**config.mk**
```make
export PLATFORM = sky130hd
export DESIGN_NAME = rbd_sequencer
export DESIGN_NICKNAME = d
export VERILOG_FILES = /design/src/rtl/rbd_pkg.sv /design/src/rtl/rbd_sequencer.sv
export SDC_FILE = /design/constraint.sdc
export NUM_CORES = 1
export LEC_CHECK = 0
export BUFFER_PORTS_ARGS = -buffer_cell sky130_fd_sc_hd__buf_2
export CAP_MARGIN = 30
export CORE_AREA = 2 2 85 103
export DETAILED_ROUTE_END_ITERATION = 16
export DIE_AREA = 0 0 87 105
export PLACE_DENSITY_LB_ADDON = 0.1
export SLEW_MARGIN = 10
export SYNTH_ARGS = -nofsm -noshare
export SYNTH_HDL_FRONTEND = slang
export SYNTH_SLANG_ARGS = --single-unit
```
**constraint.sdc**
```tcl
create_clock -name clock -period 2.65 [get_ports clock]
set_input_delay 0.1325 -clock clock [delete_from_list [all_inputs] [get_ports clock]]
set_output_delay 0.1325 -clock clock [all_outputs]
set_load 0.05 [all_outputs]
```
**src/rtl/rbd_pkg.sv**
```systemverilog
// Shared types and constants for the RGBA 2x2 box downsampler.
// Request and response payload structs, control struct, register indexes.
// No dependencies.
package rbd_pkg;

   localparam int unsigned CSR_IDX_W  = 1;
   localparam int unsigned CSR_DATA_W = 13;
   localparam int unsigned ROW_W      = 12;
   localparam int unsigned MAX_ROWS   = 4096;
   localparam int unsigned CHAN_W     = 8;
   localparam int unsigned PAIR_W     = 9;
   localparam int unsigned SUM_W      = 10;
   localparam int unsigned ENTRY_W    = 4 * SUM_W;

   localparam logic [CSR_IDX_W-1:0] CSR_SRC_WIDTH  = 1'd0;
   localparam logic [CSR_IDX_W-1:0] CSR_SRC_HEIGHT = 1'd1;

   typedef struct packed {
      logic [CHAN_W-1:0] pix_alpha;
      logic [CHAN_W-1:0] pix_blue;
      logic [CHAN_W-1:0] pix_green;
      logic [CHAN_W-1:0] pix_red;
   } rbd_req_type;

   typedef struct packed {
      logic              frame_last;
      logic [CHAN_W-1:0] out_alpha;
      logic [CHAN_W-1:0] out_blue;
      logic [CHAN_W-1:0] out_green;
      logic [CHAN_W-1:0] out_red;
   } rbd_rsp_type;

   typedef struct packed {
      logic left_load;
      logic dup_col;
      logic dup_row;
      logic wr_en;
      logic rd_en;
      logic emit;
      logic last;
   } rbd_ctrl_type;

endpackage

```
**src/rtl/rbd_sequencer.sv**
```systemverilog
// Frame sequencer: size registers, column and row counters, per-pixel decisions.
// Uses rbd_pkg for the control struct and register indexes.
module rbd_sequencer
   import rbd_pkg::*;
#(
   parameter int unsigned MAX_WIDTH = 4096,
   parameter int unsigned AW        = 11,
   parameter int unsigned XW        = 12
) (
   input  logic                  clock,
   input  logic                  reset,
   input  logic                  csr_we,
   input  logic [CSR_IDX_W-1:0]  csr_index,
   input  logic [CSR_DATA_W-1:0] csr_wdata,
   input  logic                  req_accept,
   output rbd_ctrl_type          ctrl,
   output logic [AW-1:0]         line_addr
);

   logic [XW-1:0]    wm1_ff, wm1_in;
   logic [AW-1:0]    owm1_ff, owm1_in;
   logic             w1_ff, w1_in;
   logic [ROW_W-1:0] hm1_ff, hm1_in;
   logic [ROW_W-2:0] ohm1_ff, ohm1_in;
   logic             h1_ff, h1_in;
   logic             hodd_ff, hodd_in;
   logic [XW-1:0]    col_ff, col_in;
   logic [ROW_W-1:0] row_ff, row_in;

   logic [XW:0]      w_clamp;
   logic [ROW_W:0]   h_clamp;
   logic             x_last, y_last, have_pair, keep_even;
   logic [AW-1:0]    ox;
   logic [ROW_W-2:0] oy;

   always_comb begin
      w_clamp = (XW+1)'(csr_wdata);
      if (csr_wdata == '0) begin
         w_clamp = (XW+1)'(1);
      end else if (32'(csr_wdata) > 32'(MAX_WIDTH)) begin
         w_clamp = (XW+1)'(MAX_WIDTH);
      end
      h_clamp = (ROW_W+1)'(csr_wdata);
      if (csr_wdata == '0) begin
         h_clamp = (ROW_W+1)'(1);
      end else if (32'(csr_wdata) > 32'(MAX_ROWS)) begin
         h_clamp = (ROW_W+1)'(MAX_ROWS);
      end
   end

   always_comb begin
      wm1_in  = wm1_ff;
      owm1_in = owm1_ff;
      w1_in   = w1_ff;
      hm1_in  = hm1_ff;
      ohm1_in = ohm1_ff;
      h1_in   = h1_ff;
      hodd_in = hodd_ff;
      if (csr_we && csr_index == CSR_SRC_WIDTH) begin
         wm1_in  = XW'(w_clamp - 1'b1);
         w1_in   = (w_clamp == (XW+1)'(1));
         owm1_in = (w_clamp == (XW+1)'(1)) ? '0 : AW'((w_clamp >> 1) - 1'b1);
      end
      if (csr_we && csr_index == CSR_SRC_HEIGHT) begin
         hm1_in  = ROW_W'(h_clamp - 1'b1);
         h1_in   = (h_clamp == (ROW_W+1)'(1));
         hodd_in = h_clamp[0];
         ohm1_in = (h_clamp == (ROW_W+1)'(1)) ? '0 : (ROW_W-1)'((h_clamp >> 1) - 1'b1);
      end
   end

   assign x_last    = (col_ff == wm1_ff);
   assign y_last    = (row_ff == hm1_ff);
   assign have_pair = w1_ff | col_ff[0];
   assign keep_even = !(hodd_ff && y_last);
   assign ox        = w1_ff ? '0 : col_ff[AW:1];
   assign oy        = h1_ff ? '0 : row_ff[ROW_W-1:1];

   always_comb begin
      ctrl.left_load = !w1_ff && !col_ff[0];
      ctrl.dup_col   = w1_ff;
      ctrl.dup_row   = h1_ff;
      ctrl.wr_en     = have_pair && !h1_ff && !row_ff[0] && keep_even;
      ctrl.rd_en     = have_pair && !h1_ff && row_ff[0];
      ctrl.emit      = have_pair && (h1_ff || row_ff[0]);
      ctrl.last      = (ox == owm1_ff) && (oy == ohm1_ff);
   end

   assign line_addr = ox;

   always_comb begin
      col_in = col_ff;
      row_in = row_ff;
      if (csr_we) begin
         col_in = '0;
         row_in = '0;
      end else if (req_accept) begin
         if (x_last) begin
            col_in = '0;
            row_in = y_last ? '0 : row_ff + 1'b1;
         end else begin
            col_in = col_ff + 1'b1;
         end
      end
   end

   always_ff @(posedge clock) begin
      if (reset) begin
         wm1_ff  <= '0;
         owm1_ff <= '0;
         w1_ff   <= 1'b1;
         hm1_ff  <= '0;
         ohm1_ff <= '0;
         h1_ff   <= 1'b1;
         hodd_ff <= 1'b1;
         col_ff  <= '0;
         row_ff  <= '0;
      end else begin
         wm1_ff  <= wm1_in;
         owm1_ff <= owm1_in;
         w1_ff   <= w1_in;
         hm1_ff  <= hm1_in;
         ohm1_ff <= ohm1_in;
         h1_ff   <= h1_in;
         hodd_ff <= hodd_in;
         col_ff  <= col_in;
         row_ff  <= row_in;
      end
   end

endmodule

```
== After elaboration in Yosys (flattened, before gate mapping) ==
Index checks and enable logic that the tools add are counted.
Storage, ports and cells
  register bits after elaboration: 73
  input bits: 18
  output and inout bits: 18
  logic and storage cells: 47
Cells by class
  add/subtract/negate cells: 4
  $lt $le $gt $ge: 1
  equal/unequal tests: 5
  muxes and demuxes: 7
  bitwise gates (word level): 2
  reduce and logical (&&, ||, !) cells: 19
Operators with widths (count)
  $mux 11: 3
  $mux 13: 2
  $add 12x1->12 const B: 2
  $eq 12x12->1: 2
  $mux 12: 2
  $eq 11x11->1: 2
  $eq 13x1->1 const B: 1
  $gt 13x13->1 const B: 1
  $logic_not 13->1: 1
  $sub 12x1->12 const B: 1
  $sub 11x1->11 const B: 1
  $logic_and 1x1->1: 10
  $logic_not 1->1: 5
  $reduce_and 2->1: 1
  $reduce_or 2->1: 1
  $logic_or 1x1->1: 1
  $not 1->1: 1
  $or 1x1->1: 1

== Longest topological paths before layout ==
Gate-level depths: netlist of the first run.
  depth after elaboration: 5
  gate-level depth with buffers: 12
  mapped depth without buffers: 10

== Least setup slack after synthesis of the first run ==
OpenSTA, ideal clock, no wires.
  path type: in2reg
  from: in csr_wdata[4]
  to: reg ohm1_ff[8]
  setup time: 0.128 ns
  arrival: 2.567 ns
  data required time: 2.522 ns
  slack: -0.044 ns
  stages on the path: 11
  path buffers: 2
  path through: clkbuf_1 nor4_1 a31oi_1 nor2_1 ha_1 or4b_2 nor3_1 buf_2 nor2_1 a22oi_1 nor2_1
Between the ends
  longest elaborated chain between the ends: 5
  elaborated cells on any way between the ends: 7
  classes of those cells: add/sub (1); order compare (1); eq/ne (1); mux (3); reduce/logical (1)
RTL lines
  start: declaration: line rbd_sequencer.sv:14  | input logic [CSR_DATA_W-1:0] csr_wdata,
  $gt 13x13->1: line rbd_sequencer.sv:46  | end else if (32'(csr_wdata) > 32'(MAX_ROWS)) begin
  $mux 13: line rbd_sequencer.sv:46
  $mux 13 (*): line rbd_sequencer.sv:44  | if (csr_wdata == '0) begin
  via h_clamp[0]: line rbd_sequencer.sv:31  | logic [ROW_W:0] h_clamp;
  $eq 13x1->1 (*): line rbd_sequencer.sv:68  | ohm1_in = (h_clamp == (ROW_W+1)'(1)) ? '0 : (ROW_W-1)'((h_clamp >> 1) - 1'b1);
  $mux 11 (*): line rbd_sequencer.sv:68
  end signal: assignment: line rbd_sequencer.sv:123  | ohm1_ff <= ohm1_in;
  end: declaration: line rbd_sequencer.sv:24  | logic [ROW_W-2:0] ohm1_ff, ohm1_in;
Mark *: on every way through the listed nets, which the timed path passes. The rest lies on a longest branch.
A chain may end at the register's enable or synchronous reset.

==> metrics.yaml, run 1 <==
vias_per_cell: 6.02
grt_pass1_vias: 3796
most-common-layout-cells: "77 x nor2_1, 73 x dfxtp_1, 39 x nand2_1, 35 x buf_2, 33 x xnor2_1"
cts_buffer_depth: 2
fin_crit_ns: 2.45
yosys_warnings: 0
synth-main-ff-cell: "dfxtp_1"
ys_types: 61
final_max_slew_viol_count: 0
insertion_delay_ns: 0.36
tns_ns: 0
async_flop_share_pct: 0
worst_pin_slew_ns: 0.623
cts_resized: 0
finalSetupViolations: 0
rr_endpoint: "row_ff[7]"
final_layout_size_suffix_gt1_share_pct: 15.6
gp_congestion: 0.907
arrival_ns: 2.32
port_buffers: 35
ys_seq_area_share_pct: 33.9
start_util_pct: 53.4
grtUsageTotal_pct: 28.8
final_nets: 588
cts_root_buffer: "clkbuf_8"
hold_path_class: "input port to register"
cp-start-kind: "register"
firstDrtPassIters: 5
dr.first_iter.drc_count: 188
multi_input_area_sq_um: 2650
htreeDepth: 3
synth-seq-cells: 73
vdd_drop_max_mv: 0.208
ant_nets: 0
grt_max_degree: 31
rsz0062_at_grt: "false"
cts_setup_buffers: 0
drt_wl_total_mm: 12.4
cap_violations: 0
reg2reg_slack_ns: 0.49
cts_made_buffers: 9
ios: 36
endpoint_kind: "output port"
grt_first_pass_wirelength_mm: 20.1
critPathLaunch: "h1_ff"
syn-instance-count: 535
clk_pin_slew_ns: 0.07
die_area_sq_um: 9140
finClkSkew_ns: 0.00827
avgSynthCellArea_sq_um: 8.05
hpwl_mm: 9.39
rows: 36
reg2regPathDepth: 5
ctsHoldBuffers: 0
holdCritStartpoint: "csr_wdata[9]"
fmaxAchievable_mhz: 408
die_w_um: 87
final_common_cell: "nor2_1"
wl_per_cell_um: 18.7
syn_area_sq_um: 4310
overflow: 0
p_total_w: 0.00243
relSlewSlack_pct: 58.1
crit_type: "register to output port"
power.density_nw_per_um2: 507
cts.sinks: 73
antenna_found_initial: 0
cts_tree: "done"
via_count: 3996
syn-num-nets: 559
p_leak_nw: 1.84
finalCritPeriodShare_pct: 92.5
die_y_um: 105
path_max_fanout: 16
hold_viol: 0
required_ns: 2.52
crit_end: "ctrl[0]"
status: "finished, final reports clean"
drc_errors: 0
synth-edff-count: 0
r2r_start: "col_ff[3]"
regArea_sq_um: 1460
antenna_cells: 0
fillers: 768
core_sq_um: 8060
area_growth_pct: 11.2
-- Yosys cell counts, types with 4 or more instances --
cell type / n / area, sq um
nor2_1: 77 / 289
inv_1: 9 / 33.8
and3_1: 7 / 43.8
a22oi_1: 8 / 60.1
nand4_1: 9 / 56.3
buf_2: 7 / 35.0
and2_1: 4 / 25.0
and4_1: 4 / 35.0
ha_1: 6 / 75.1
nor3_1: 13 / 65.1
a211oi_1: 13 / 97.6
xnor2_1: 33 / 289
nor4_1: 18 / 113
nand3_1: 13 / 65.1
nand2_1: 39 / 146
a31oi_1: 5 / 31.3
nand3b_1: 6 / 45.0
nor2b_1: 16 / 100
dfxtp_1: 73 / 1460
a21oi_1: 24 / 120
o21ai_0: 15 / 75.1
mux2i_1: 7 / 70.1
nand2b_1: 9 / 56.3
xor2_1: 32 / 280
clkbuf_1: 27 / 101
or4_1: 5 / 37.5
-- how the worst min path moves through the flow --
stage | endpoint | slack, ns | depth (start not counted)
after floorplan | wm1_ff[9] | 0.36 | 2
after global placement | wm1_ff[1] | 0.46 | 2
after detailed placement | hm1_ff[6] | 0.46 | 2
after CTS | wm1_ff[9] | 0.18 | 3
after global routing | wm1_ff[9] | 0.21 | 3
final | wm1_ff[9] | 0.19 | 3
-- worst max-delay path: stages, from the launching register on --
cell and delay, ns:
dfxtp_1 0.66, nand2b_1 0.27, xnor2_1 0.08, nor4_1 0.28
nand4_1 0.18, nor2_1 0.20, buf_2 0.29
-- per-layer routing --
layer	track usage, %	part of all wire [%]	vias to the layer above
met5	0	0	-
met4	15.4	4.6	0
met3	4.98	4.3	35
met2	48.2	50	114
met1	34.3	41	1900
li1	-	-	1947
-- where the power goes --
part | total, W | internal [W] | switching (W)
combinational | 0.000437 | 0.000157 | 0.000281
clock | 0.000801 | 0.000385 | 0.000415
sequential | 0.00119 | 0.00114 | 0.0000460
-- registers in the layout, summed over array words and instances (netlist names) --
signal and cells:
wm1_ff 12, row_ff 12, owm1_ff 11, hm1_ff 12, ohm1_ff 11, col_ff 12, h1_ff 1, w1_ff 1
hodd_ff 1
-- metrics by stage --
step	cell area [sq um]	std cells	worst slack, ns	util, %	hold slack (ns)
floorplan	4320	535	0.0306	-	0.356
global placement	4610	648	0.143	57.1	0.457
detailed placement	4610	648	0.0568	57.1	0.462
CTS	4790	664	0.212	59.4	0.181
global route	4790	664	0.111	59.4	0.213
finish	4790	664	0.199	59.4	0.190
-- cell families (layout without fill, tap and decap cells) --
kind of cell | after synthesis | in the layout | share of synthesized area [%]
XOR/XNOR | 65 | 65 | 13.2
flip-flops | 73 | 73 | 33.9
AND/OR/NAND/NOR | 239 | 239 | 29.4
adder cells (fa/ha/maj) | 6 | 6 | 1.74
multiplexers | 8 | 8 | 1.89
AO/OA/AOI/OAI | 96 | 96 | 15.1
buffers and inverters | 48 | 82 | 4.74
-- area by class of cell --
| class | instances | area share (%) |
|---|---|---|
| Clock buffer | 11 | 3.16 |
| Clock inverter | 5 | 0.627 |
| Inverter | 9 | 0.706 |
| Multi-Input combinational cell | 414 | 55.4 |
| Sequential cell | 73 | 30.5 |
| Tap cell | 95 | 2.48 |
| Timing Repair Buffer | 57 | 7.11 |
No activity file was read; power rests on OpenSTA's default activity.
==> run 2, diff against run 1 <==
--- a/config.mk
+++ b/config.mk
@@ -7,9 +7,10 @@
 export LEC_CHECK = 0
 export BUFFER_PORTS_ARGS = -buffer_cell sky130_fd_sc_hd__buf_2
 export CAP_MARGIN = 30
-export CORE_AREA = 2 2 85 103
+export CORE_AREA = 2 2 81 98
+export CTS_CLUSTER_DIAMETER = 50
 export DETAILED_ROUTE_END_ITERATION = 16
-export DIE_AREA = 0 0 87 105
+export DIE_AREA = 0 0 83 100
 export PLACE_DENSITY_LB_ADDON = 0.1
 export SLEW_MARGIN = 10
 export SYNTH_ARGS = -nofsm -noshare
==> constraint.sdc (replaced) <==
create_clock -name clock -period 3.2 [get_ports clock]
set_input_delay 0.16 -clock clock [delete_from_list [all_inputs] [get_ports clock]]
set_output_delay 0.16 -clock clock [all_outputs]
set_load 0.05 [all_outputs]
==> metrics.yaml, run 2 (synthesis gave the netlist of run 1 again) <==
status: "finished, final reports clean"
final_layout_size_suffix_gt1_share_pct: 12.5
tns_ns: 0
power.density_nw_per_um2: 470
antenna_found_initial: 0
drt_wl_total_mm: 12.1
cts_root_buffer: "clkbuf_8"
grt_pass1_vias: 3669
wl_per_cell_um: 18.8
path_max_fanout: 12
insertion_delay_ns: 0.36
cts.sinks: 73
endpoint_kind: "register"
finClkSkew_ns: 0.0120
whs_ns: 0.226
fin_crit_ns: 2.47
area_growth_pct: 9.27
place_ws_ns: 0.360
final_common_cell: "nor2_1"
arrival_ns: 2.69
finalCritPeriodShare_pct: 77.3
cp-start-kind: "input port"
cts_resized: 0
hpwl_mm: 8.92
required_ns: 3.42
cap_violations: 0
htreeDepth: 3
cts_tree: "done"
hold_path_class: "input port to register"
finalSetupViolations: 0
firstDrtPassIters: 5
rsz0062_at_grt: "false"
die_area_sq_um: 8300
start_util_pct: 57.5
vias_per_cell: 6.08
die_y_um: 100
most-common-layout-cells: "77 x nor2_1, 73 x dfxtp_1, 39 x nand2_1, 35 x buf_2, 33 x xnor2_1"
grt_max_degree: 53
crit_type: "input port to register"
p_leak_nw: 1.79
fmaxAchievable_mhz: 405
antenna_cells: 0
rows: 35
grtUsageTotal_pct: 29.7
fillers: 673
drc_errors: 0
setup_slack_ns: 0.728
die_w_um: 83
cts_made_buffers: 9
overflow: 0
gp_congestion: 0.987
cts_setup_buffers: 0
cts_buffer_depth: 2
core_sq_um: 7490
final_nets: 571
ios: 36
fin_util_pct: 62.8
vdd_drop_max_mv: 0.292
via_count: 3911
hold_viol: 0
final_max_slew_viol_count: 0
ant_nets: 0
dr.first_iter.drc_count: 263
port_buffers: 35
relSlewSlack_pct: 40.0
ctsHoldBuffers: 0
p_total_w: 0.00221
worst_pin_slew_ns: 0.900
clk_pin_slew_ns: 0.08
grt_first_pass_wirelength_mm: 19.3
[run 2: cell count changes in the layout (fill, tap and decap cells not counted)]
cell and change:
nor4_2 -2, clkinv_2 -2, clkinvlp_4 -2, clkbuf_8 -1
nor4_1 +2, bufinv_16 +3, buf_4 -17, clkinv_4 +1
[run 2: power by group]
part           leakage [nW]  internal [W]  switching (W)
clock                 0.122      0.000535       0.000352
combinational          1.07      0.000116       0.000223
sequential            0.596      0.000948      0.0000391
[run 2: area by class of cell]
class,count,area (sq um),area share (%)
Clock buffer,10,138,2.93
Clock inverter,5,104,2.21
Inverter,9,33.8,0.718
Multi-Input combinational cell,414,2640,56.1
Sequential cell,73,1460,31.1
Tap cell,92,115,2.45
Timing Repair Buffer,40,213,4.52
[run 2: per-layer routing]
| metal | vias up | wire, um | GRT usage [%] |
|---|---|---|---|
| met5 | - | 0 | 0 |
| met4 | 0 | 306 | 12.1 |
| met3 | 21 | 487 | 3.45 |
| met2 | 111 | 6220 | 53.4 |
| met1 | 1865 | 5050 | 36.2 |
| li1 | 1914 | - | - |
[run 2: worst paths after layout]
path	from	slack, ns	end	cells past startpoint
max	csr_wdata[4]	0.73	owm1_ff[5]	11
min	req_accept	0.23	col_ff[0]	3
max reg2reg	col_ff[5]	1.02	row_ff[7]	5
min reg2reg	owm1_ff[4]	0.48	owm1_ff[4]	2
[run 2: critical path, stage by stage]
cell	delay (ns)
buf_2	0.16
nor4_1	0.44
a31oi_1	0.23
nor2_1	0.19
ha_1	0.18
or4b_2	0.58
nor3_1	0.15
buf_4	0.21
nor2_1	0.11
a22oi_1	0.22
nor2_1	0.06
[run 2: per-stage QoR]
stage	instance area [sq um]	instances
floorplan	4310	535
global placement	4460	628
detailed placement	4460	628
CTS	4700	643
global route	4700	643
finish	4700	643
